==> src/hw/rtl/swm_pkg.sv <==
// swm_pkg: shared types and constants of the sliding window median filter
// used by swm_window and sliding_window_median; depends on nothing else
`default_nettype none

package swm_pkg;

  // width of the window size register
  localparam int unsigned WsBits = 6;

  // update strobe from the control path into the sorted window
  typedef struct packed {
    logic write;  // a request updates the window this cycle
    logic full;   // window already full: oldest sample leaves
  } swm_upd_t;

endpackage

`default_nettype wire

==> src/hw/rtl/swm_window.sv <==
// swm_window: sorted cell array of the median filter, one insert/evict per cycle
// while upd_i.write is high; depends on swm_pkg
`default_nettype none

module swm_window
  import swm_pkg::*;
#(
  parameter int unsigned MAX_WINDOW  = 32,
  parameter int unsigned SAMPLE_BITS = 16,
  localparam int unsigned CW = $clog2(MAX_WINDOW + 1),
  localparam int unsigned IW = (MAX_WINDOW > 1) ? $clog2(MAX_WINDOW) : 1
) (
  input  wire                          clk_i,
  input  swm_upd_t                     upd_i,
  input  wire signed [SAMPLE_BITS-1:0] sample_i,
  input  wire        [CW-1:0]          count_i,
  input  wire        [CW-1:0]          win_i,
  input  wire        [IW-1:0]          mid_i,
  output logic signed [SAMPLE_BITS-1:0] mid_value_o
);

  localparam int unsigned N = MAX_WINDOW;

  // cell contents: value in ascending order and age in requests
  logic signed [SAMPLE_BITS-1:0] val_q [N];
  logic        [IW-1:0]          age_q [N];
  logic signed [SAMPLE_BITS-1:0] val_d [N];
  logic        [IW-1:0]          age_d [N];

  logic [N-1:0] held;      // cell holds a window sample
  logic [N-1:0] evict;     // cell holds the oldest sample and leaves
  logic [N-1:0] evict_le;  // eviction at or below this cell
  logic [N-1:0] le;        // cell value not above the new sample
  logic [N-1:0] comp_ok;   // compacted cell is valid
  logic [N-1:0] take_c;    // compacted cell stays below the new sample

  logic signed [SAMPLE_BITS-1:0] comp_val [N];
  logic        [IW-1:0]          comp_age [N];
  logic        [N-1:0]           comp_le;

  logic [CW-1:0] win_m1;
  logic [CW-1:0] kept;

  assign win_m1 = win_i - CW'(1);
  assign kept   = upd_i.full ? (count_i - CW'(1)) : count_i;

  // per cell compare and shift selection
  for (genvar k = 0; k < N; k++) begin : g_cell
    assign held[k]    = CW'(k) < count_i;
    assign evict[k]   = upd_i.full && held[k] && (age_q[k] == win_m1[IW-1:0]);
    assign evict_le[k] = |evict[k:0];
    assign le[k]      = val_q[k] <= sample_i;
    assign comp_ok[k] = CW'(k) < kept;

    // compacted view: cells above the evicted one move down by one
    if (k < N - 1) begin : g_mid
      assign comp_val[k] = evict_le[k] ? val_q[k+1] : val_q[k];
      assign comp_age[k] = evict_le[k] ? age_q[k+1] : age_q[k];
      assign comp_le[k]  = evict_le[k] ? le[k+1]    : le[k];
    end else begin : g_top
      assign comp_val[k] = val_q[k];
      assign comp_age[k] = age_q[k];
      assign comp_le[k]  = le[k];
    end

    assign take_c[k] = comp_ok[k] && comp_le[k];

    // insert the new sample right after the last compacted value not above it
    if (k == 0) begin : g_first
      always_comb begin
        if (take_c[k]) begin
          val_d[k] = comp_val[k];
          age_d[k] = comp_age[k] + IW'(1);
        end else begin
          val_d[k] = sample_i;
          age_d[k] = '0;
        end
      end
    end else begin : g_rest
      always_comb begin
        if (take_c[k]) begin
          val_d[k] = comp_val[k];
          age_d[k] = comp_age[k] + IW'(1);
        end else if (take_c[k-1]) begin
          val_d[k] = sample_i;
          age_d[k] = '0;
        end else begin
          val_d[k] = comp_val[k-1];
          age_d[k] = comp_age[k-1] + IW'(1);
        end
      end
    end
  end

  // cell registers, payload only
  always_ff @(posedge clk_i) begin
    if (upd_i.write) begin
      for (int k = 0; k < N; k++) begin
        val_q[k] <= val_d[k];
        age_q[k] <= age_d[k];
      end
    end
  end

  // median tap
  assign mid_value_o = val_q[mid_i];

endmodule

`default_nettype wire

==> src/hw/rtl/sliding_window_median.sv <==
// sliding_window_median: top level of the sliding window median filter
// depends on swm_pkg and swm_window
//
// Usage: one signed sample per request on the input channel (in_valid_i,
// in_stall_o, in_sample_i, in_restart_i). The block keeps the last
// window_size samples in a sorted cell array; once the window is full each
// request yields one result (out_valid_o, out_stall_i, out_median_o), the
// lower median at sorted place (window_size-1)/2. Requests that only fill
// the window yield nothing. in_restart_i empties the window first.
// window_size is written through cfg_we_i/cfg_data_i while the block is idle;
// zero acts as 1, values above MAX_WINDOW act as MAX_WINDOW, and every write
// empties the window. Reset sets window_size to 3, or to MAX_WINDOW if that is
// smaller, and empties the window. A taken request passes the input register,
// then the cell update with the pending flag, then the median register, where
// out_valid_o rises. One request per cycle is taken sustained while out_stall_i
// stays low; the sorted cells compare and shift in parallel.
// When the receiver stalls, the result register holds and one pending
// request plus one in the input register are kept before in_stall_o rises.
`default_nettype none

module sliding_window_median
  import swm_pkg::*;
#(
  parameter int unsigned MAX_WINDOW  = 32,
  parameter int unsigned SAMPLE_BITS = 16
) (
  input  wire                           clk_i,
  input  wire                           rst_ni,
  input  wire                           cfg_we_i,
  input  wire        [WsBits-1:0]       cfg_data_i,
  input  wire                           in_valid_i,
  output logic                          in_stall_o,
  input  wire signed [SAMPLE_BITS-1:0]  in_sample_i,
  input  wire                           in_restart_i,
  output logic                          out_valid_o,
  input  wire                           out_stall_i,
  output logic signed [SAMPLE_BITS-1:0] out_median_o
);

  localparam int unsigned CW     = $clog2(MAX_WINDOW + 1);
  localparam int unsigned IW     = (MAX_WINDOW > 1) ? $clog2(MAX_WINDOW) : 1;
  localparam int unsigned RstWin = (MAX_WINDOW < 3) ? MAX_WINDOW : 3;
  localparam int unsigned RstMid = (RstWin - 1) / 2;

  logic [CW-1:0] win_q, win_d;
  logic [IW-1:0] mid_q, mid_d;
  logic [CW-1:0] cnt_q, cnt_d;

  logic                          in_valid_q;
  logic signed [SAMPLE_BITS-1:0] in_sample_q;
  logic                          in_restart_q;
  logic                          pend_q;
  logic                          out_valid_q;
  logic signed [SAMPLE_BITS-1:0] out_median_q;

  logic                          in_take, s1_fire, p_move, out_take;
  logic [CW-1:0]                 n_cur, n_new;
  logic                          full, emit;
  logic signed [SAMPLE_BITS-1:0] mid_value;
  swm_upd_t                      upd;

  // effective window size from a register write
  always_comb begin
    if (cfg_data_i == '0) begin
      win_d = CW'(1);
    end else if (32'(cfg_data_i) > 32'(MAX_WINDOW)) begin
      win_d = CW'(MAX_WINDOW);
    end else begin
      win_d = CW'(cfg_data_i);
    end
    mid_d = IW'((win_d - CW'(1)) >> 1);
  end

  // pipeline handshake
  assign out_take = out_valid_q && !out_stall_i;
  assign p_move   = pend_q && (!out_valid_q || !out_stall_i);
  assign s1_fire  = in_valid_q && (!pend_q || p_move);
  assign in_stall_o = in_valid_q && !s1_fire;
  assign in_take  = in_valid_i && !in_stall_o;

  // fill count after restart, and what this request leaves
  always_comb begin
    n_cur = in_restart_q ? '0 : cnt_q;
    if (n_cur > win_q) begin
      n_cur = '0;
    end
    full  = (n_cur == win_q);
    n_new = full ? win_q : (n_cur + CW'(1));
    emit  = (n_new == win_q);
    cnt_d = n_new;
  end

  assign upd.write = s1_fire;
  assign upd.full  = full;

  // sorted window
  swm_window #(
    .MAX_WINDOW  (MAX_WINDOW),
    .SAMPLE_BITS (SAMPLE_BITS)
  ) u_window (
    .clk_i       (clk_i),
    .upd_i       (upd),
    .sample_i    (in_sample_q),
    .count_i     (n_cur),
    .win_i       (win_q),
    .mid_i       (mid_q),
    .mid_value_o (mid_value)
  );

  // control registers
  always_ff @(posedge clk_i or negedge rst_ni) begin
    if (!rst_ni) begin
      win_q       <= CW'(RstWin);
      mid_q       <= IW'(RstMid);
      cnt_q       <= '0;
      in_valid_q  <= 1'b0;
      pend_q      <= 1'b0;
      out_valid_q <= 1'b0;
    end else begin
      if (cfg_we_i) begin
        win_q <= win_d;
        mid_q <= mid_d;
        cnt_q <= '0;
      end else if (s1_fire) begin
        cnt_q <= cnt_d;
      end

      if (in_take) begin
        in_valid_q <= 1'b1;
      end else if (s1_fire) begin
        in_valid_q <= 1'b0;
      end

      if (s1_fire) begin
        pend_q <= emit;
      end else if (p_move) begin
        pend_q <= 1'b0;
      end

      if (p_move) begin
        out_valid_q <= 1'b1;
      end else if (out_take) begin
        out_valid_q <= 1'b0;
      end
    end
  end

  // payload registers
  always_ff @(posedge clk_i) begin
    if (in_take) begin
      in_sample_q  <= in_sample_i;
      in_restart_q <= in_restart_i;
    end
    if (p_move) begin
      out_median_q <= mid_value;
    end
  end

  assign out_valid_o  = out_valid_q;
  assign out_median_o = out_median_q;

  // fill count never passes the window size
  a_cnt_bound: assert property (@(posedge clk_i) disable iff (!rst_ni)
    cnt_q <= win_q)
    else $error("fill count above window size");

  // a pending median always belongs to a full window
  a_pend_full: assert property (@(posedge clk_i) disable iff (!rst_ni)
    pend_q |-> (cnt_q == win_q))
    else $error("median pending on a partial window");

  // a new result only comes from a pending median
  a_out_src: assert property (@(posedge clk_i) disable iff (!rst_ni)
    $rose(out_valid_q) |-> $past(pend_q))
    else $error("result without pending median");

endmodule

`default_nettype wire

==> config.mk <==
export PLATFORM = sky130hd
export DESIGN_NAME = sliding_window_median
export DESIGN_NICKNAME = d
export VERILOG_FILES = /design/src/hw/rtl/swm_pkg.sv /design/src/hw/rtl/swm_window.sv /design/src/hw/rtl/sliding_window_median.sv
export SDC_FILE = /design/constraint.sdc
export NUM_CORES = 2
export LEC_CHECK = 0
export BUFFER_PORTS_ARGS = -buffer_cell sky130_fd_sc_hd__buf_2
export CAP_MARGIN = 20
export CORE_UTILIZATION = 45
export CTS_CLUSTER_DIAMETER = 200
export CTS_CLUSTER_SIZE = 12
export DETAILED_ROUTE_END_ITERATION = 16
export PLACE_DENSITY = 0.61
export SLEW_MARGIN = 20
export SYNTH_ARGS = -nofsm -noshare
export SYNTH_HDL_FRONTEND = slang
export SYNTH_SLANG_ARGS = --single-unit
export TNS_END_PERCENT = 100
==> constraint.sdc <==
create_clock -name clk_i -period 19.7 [get_ports clk_i]
set_input_delay 1.97 -clock clk_i [delete_from_list [all_inputs] [get_ports clk_i]]
set_output_delay 1.97 -clock clk_i [all_outputs]
set_load 0.03 [all_outputs]
# After elaboration in Yosys (flattened, before gate mapping)
# Memory sizes are Yosys's and may differ from the RTL's. A register that Yosys moved wholly into a read port is not among the register bits.
# Cells that the tools add are included.
# W data, S select, Z words.
# op_classes
n_addsub	36
n_mul	0
div	0
n_lt_le_gt_ge	97
n_eq_ne	33
shift	0
n_mux	235
n_bitwise	0
reduce_logical	141
# op_table
cell	n
$mux W16	94
$le A16 B16 Y1	32
$mux W5	94
$lt A5 B6 Y1 const A	31
$add A5 B1 Y5 const B	32
$eq A5 B5 Y1	31
$logic_and A1 B1 Y1	99
$lt A4 B6 Y1 const A	16
$lt A3 B6 Y1 const A	8
$mux W6	8
$mux W1	39
$reduce_or A31 Y1	1
$reduce_or A30 Y1	1
$reduce_or A29 Y1	1
$reduce_or A28 Y1	1
$reduce_or A27 Y1	1
$reduce_or A26 Y1	1
$reduce_or A25 Y1	1
$lt A1 B6 Y1 const A	4
$lt A2 B6 Y1 const A	4
$reduce_or A24 Y1	1
$reduce_or A23 Y1	1
$reduce_or A22 Y1	1
$reduce_or A21 Y1	1
29 further kinds	39
# totals
reg_bits	37
latch_bits	0
mem_bits_rw	672
romBits	0
input_bits	28
output_inout_bits	18
word_cells	552
memories	2
# memory_table
memory	depth	word_bits	rd	rd_clocked_by_memory_dff	write_ports	line_no	text
u_window.val_q	32	16	33	1	32	swm_window.sv:25	logic signed [SAMPLE_BITS-1:0] val_q [N];
u_window.age_q	32	5	32	0	32	swm_window.sv:26	logic [IW-1:0] age_q [N];

# Depth between registers and ports, before layout
# logic_depth
ltp_word	11
depth_mapped	30
depth_no_buf	25

# Cells and area by module
# From an unflattened synthesis, not the netlist that was laid out.
# hier_totals
hier_cells	6316
hier_area_um2	65033.6
# modules_own_cells
module	n_inst	cells_per_inst	area_each_um2	seq_area_each_um2
swm_window	1	6112	62541.2	20179.4
sliding_window_median	1	204	2492.4	1495.2

# Worst setup path after synthesis
# No wires, ideal clock.
# synth_timing
path_type	input-to-reg
startpoint	input port out_stall_i
endpoint	memory u_window.val_q[31][0], enable pin
setup_time_ns	0.377
arrival_ns	21.943
required_time_ns	19.323
path_slack_ns	-2.620
path_stages	4
path_buffers	1
path_cell_list	nand3_1 > and2_1 > clkbuf_1 > and2_1
# synth_rtl
element	line_no	text
start: declaration	sliding_window_median.sv:36	input wire out_stall_i,
end: declaration	swm_window.sv:25	

==> flow_metrics.env <==
export IMPL_slew_headroom=0.119
export IMPL_track_usage=0.309
export IMPL_hold_buffers=0
export IMPL_r2r_end="u_window.val_q[16][15]$_DFFE_PP_"
export IMPL_p_comb_frac=0.519
export IMPL_cts_resized_gates=0
export IMPL_drive_gt1_frac=0.163
export IMPL_cts_tree="built"
export IMPL_ctsRootBufferMaster="clkbuf_16"
export IMPL_syn_nets=6658
export IMPL_ys_flop_type="edfxtp_1"
export IMPL_startpoint_type="flip-flop"
export IMPL_layoutNonFillerInstCount=7865
export IMPL_coreArea_sq_um=144000
export IMPL_wl_per_cell_um=29.3
export IMPL_io_pins=46
export IMPL_fp_dieH_um=382
export IMPL_gr_total_overflow=0
export IMPL_status="completed"
export IMPL_layout_common_cells="mux2i_1 (784), edfxtp_1 (705), ha_1 (554)"
export IMPL_finalWeightedCongestion=0.919
export IMPL_cp_common_cell="nand2_1"
export IMPL_async_flop_share=0.0276
export IMPL_seq_area_frac_synth=0.333
export IMPL_cts_sinks=725
export IMPL_critPathCapture="u_window.val_q[16][15]$_DFFE_PP_"
export IMPL_vias=51900
export IMPL_initial_core_util=0.453
export IMPL_ys_seq_elements=725
export IMPL_die_x_um=382
export IMPL_h_tree_depth=3
export IMPL_worstHoldPathType="flip-flop to flip-flop"
export IMPL_grt_pass1_wl_um=340000
export IMPL_power_leakage_nw=29.1
export IMPL_syn_area_per_cell_sq_um=10.7
export IMPL_p_clk_frac=0.135
export IMPL_area_growth_syn_to_layout_pct=6.27
export IMPL_dp_hpwl_um=164000
export IMPL_post_cts_setup_buffers=0
export IMPL_vias_per_cell=6.60
export IMPL_drt_iter0_drc=5502
export IMPL_worst_setup_path_end_kind="flip-flop"
export IMPL_synth_area_sq_um=65100
export IMPL_cp_max_fo=39
export IMPL_cts_buffer_depth=3
export IMPL_clkTransAtPathRegs_ps=70
export IMPL_vdd_drop_max_v=0.0000869
export IMPL_insertion_delay_ps=690
export IMPL_crit_arrival_ps=9190
export IMPL_rr_worst_depth=20
export IMPL_antenna_found_initial=5
export IMPL_final_common_cell="mux2i_1"
export IMPL_fmax_mhz=114
export IMPL_p_switching_mw=4.29
export IMPL_dieArea_sq_um=146000
export IMPL_power_per_cell_area_nw_per_um2=143
export IMPL_finClkSkew_ps=42.2
export IMPL_required_ps=20140
export IMPL_slowest_stage="edfxtp_1"
export IMPL_seqPwrFrac=0.345
export IMPL_yosysWarningCount=0
export IMPL_final_core_util=0.482
export IMPL_finalSetupViolCount=0
export IMPL_first_global_vias=50900
export IMPL_slew_viol_final=0
export IMPL_fin_crit_sh=0.444
export IMPL_grt_max_degree=76
export IMPL_numPortBuffers=45
export IMPL_internal_power_mw=5.58
export IMPL_r2r_start="in_restart_q$_DFFE_PP_"
export IMPL_crit_chain="nand2b_1 > inv_1 > ha_1 > nand3_1 > a21o_1 > o21ai_2 > nand2_1 > nand2_1 > clkinv_1 > ha_1 > a2111oi_1 > o22ai_1 > or4b_1 > o31ai_4 > buf_4 > nand2_1 > o211ai_1 > buf_4 > inv_1 > a221o_1"
export IMPL_dp_cells=7762
export IMPL_crit_start="in_restart_q$_DFFE_PP_"
export IMPL_crit_family="compound AO/OA/AOI/OAI gates"
export IMPL_synth_edf_count=705
export IMPL_worstSetupPathType="flip-flop to flip-flop"
export IMPL_syn_inst=6075
export IMPL_crit_cells=20
export IMPL_ant_nets=0
export IMPL_cap_violations=0
export IMPL_wirelength_um=231000
export IMPL_drc=0
export IMPL_fp_row_count=139
export IMPL_sw_frac_of_total=0.434
export IMPL_hp_start="pend_q$_DFFE_PN0P_"
export IMPL_hold_viol=0
export IMPL_layout_nets=6515
export IMPL_cts_buffers=70
export IMPL_path_buf_inv=5
export IMPL_dr_pass1_iters=8
export IMPL_rsz0062_at_grt="no"
export IMPL_finalSetupTns_ps=0
export IMPL_r2r_slack_ps=10950
export IMPL_period_needed_ps=8750
export IMPL_synthDistinctLibCells=110
export IMPL_tightest_slew_ps=1310
export IMPL_max_stage_delay_ps=970
## final cells by class
class | count | area, sq um
fill | 13300 | 74400
multi-input combinational | 4821 | 41400
sequential | 725 | 21700
tap | 1903 | 2380
clock buffer | 95 | 1910
timing repair buffer | 180 | 1260
inverter | 134 | 503
clock inverter | 4 | 50.0
antenna | 3 | 7.51
## synthesized netlist by cell type, drive strengths merged, types with 10 or more instances
| cell type | number | area share |
|---|---|---|
| mux2i | 785 | 0.12 |
| edfxtp | 705 | 0.33 |
| ha | 555 | 0.11 |
| mux2 | 452 | 0.078 |
| nand2 | 434 | 0.025 |
| nor2 | 302 | 0.017 |
| a21oi | 284 | 0.022 |
| o21ai | 262 | 0.020 |
| buf | 213 | 0.018 |
| clkbuf | 182 | 0.010 |
| nand3 | 174 | 0.013 |
| mux4 | 160 | 0.055 |
| xor2 | 141 | 0.019 |
| inv | 131 | 0.0076 |
| xnor2 | 127 | 0.017 |
| nand4 | 116 | 0.011 |
| o21a | 114 | 0.013 |
| a21o | 107 | 0.012 |
| nor3 | 102 | 0.0084 |
| nor2b | 71 | 0.0069 |
| nand2b | 60 | 0.0059 |
| o22ai | 59 | 0.0057 |
| a22o | 52 | 0.0070 |
| o31ai | 32 | 0.0041 |
| o211ai | 31 | 0.0039 |
| a211oi | 30 | 0.0038 |
| and3 | 26 | 0.0025 |
| xnor3 | 23 | 0.0080 |
| o211a | 22 | 0.0034 |
| a221oi | 21 | 0.0033 |
| a221o | 20 | 0.0031 |
| a222oi | 18 | 0.0028 |
| and2 | 17 | 0.0016 |
| dfrtp | 17 | 0.0065 |
| nor4 | 16 | 0.0016 |
| a31oi | 15 | 0.0015 |
| a2111oi | 14 | 0.0022 |
| or3 | 12 | 0.0012 |
| o2111ai | 11 | 0.0015 |
| or2 | 11 | 0.0011 |
| and4 | 10 | 0.0013 |
| o2bb2ai | 10 | 0.0013 |
## cell families (layout without fill, tap and decap cells)
kind of cell,count (synthesis),after routing,share of synthesized area
compound gates,1191,1191,0.124
xor+xnor,292,292,0.0446
fa+ha+maj,555,555,0.107
buf+inv,529,413,0.0358
flops,725,725,0.333
mux,1397,1397,0.254
other cells,0,3,0
simple gates,1386,1386,0.102
## power by group through the flow
stage | registers (mW) | clock network (mW) | logic [mW]
2_1_floorplan | 3.08 | 0 | 3.75
3_3_place_gp | 3.40 | 0 | 4.89
3_5_place_dp | 3.40 | 0 | 5.00
4_1_cts | 3.37 | 1.35 | 5.03
5_1_grt | 3.46 | 1.39 | 5.54
6_report | 3.41 | 1.33 | 5.13
## state kept, by name, summed over array words and instances, names as in the netlist
name and cells:
u_window.age_q 160, in_restart_q 1, win_q 6, out_valid_o 1
in_valid_q 1, pend_q 1, mid_q 5, out_median_o 16
in_sample_q 16, cnt_q 6, u_window.val_q 512
## worst min-delay path by stage
stage | to | slack, ps | depth (start not counted)
3_3_place_gp | out_valid_o$_DFFE_PN0P_ | 470 | 1
4_1_cts | out_valid_o$_DFFE_PN0P_ | 510 | 1
3_5_place_dp | out_valid_o$_DFFE_PN0P_ | 500 | 1
2_1_floorplan | out_valid_o$_DFFE_PN0P_ | 470 | 1
5_1_grt | out_valid_o$_DFFE_PN0P_ | 530 | 1
6_report | out_valid_o$_DFFE_PN0P_ | 510 | 1
## per-layer routing
metal | part of all wire | global-route usage | vias up
li1 | - | - | 23100
met3 | 0.076 | 0.0446 | 543
met1 | 0.41 | 0.401 | 25900
met5 | 0.000039 | 0 | -
met2 | 0.46 | 0.494 | 2402
met4 | 0.060 | 0.169 | 2
## stage by stage
| stage | area, sq um | hold WS, ps | power, mW | worst slack [ps] |
|---|---|---|---|---|
| after floorplan | 65100 | 465 | 6.83 | 7710 |
| after global placement | 67200 | 474 | 8.29 | 11200 |
| after detailed placement | 67200 | 497 | 8.40 | 10970 |
| after CTS | 69200 | 512 | 9.75 | 10970 |
| after global routing | 69200 | 534 | 10.4 | 10400 |
| final | 69200 | 512 | 9.87 | 10950 |
(Power assumes the default switching activity.)
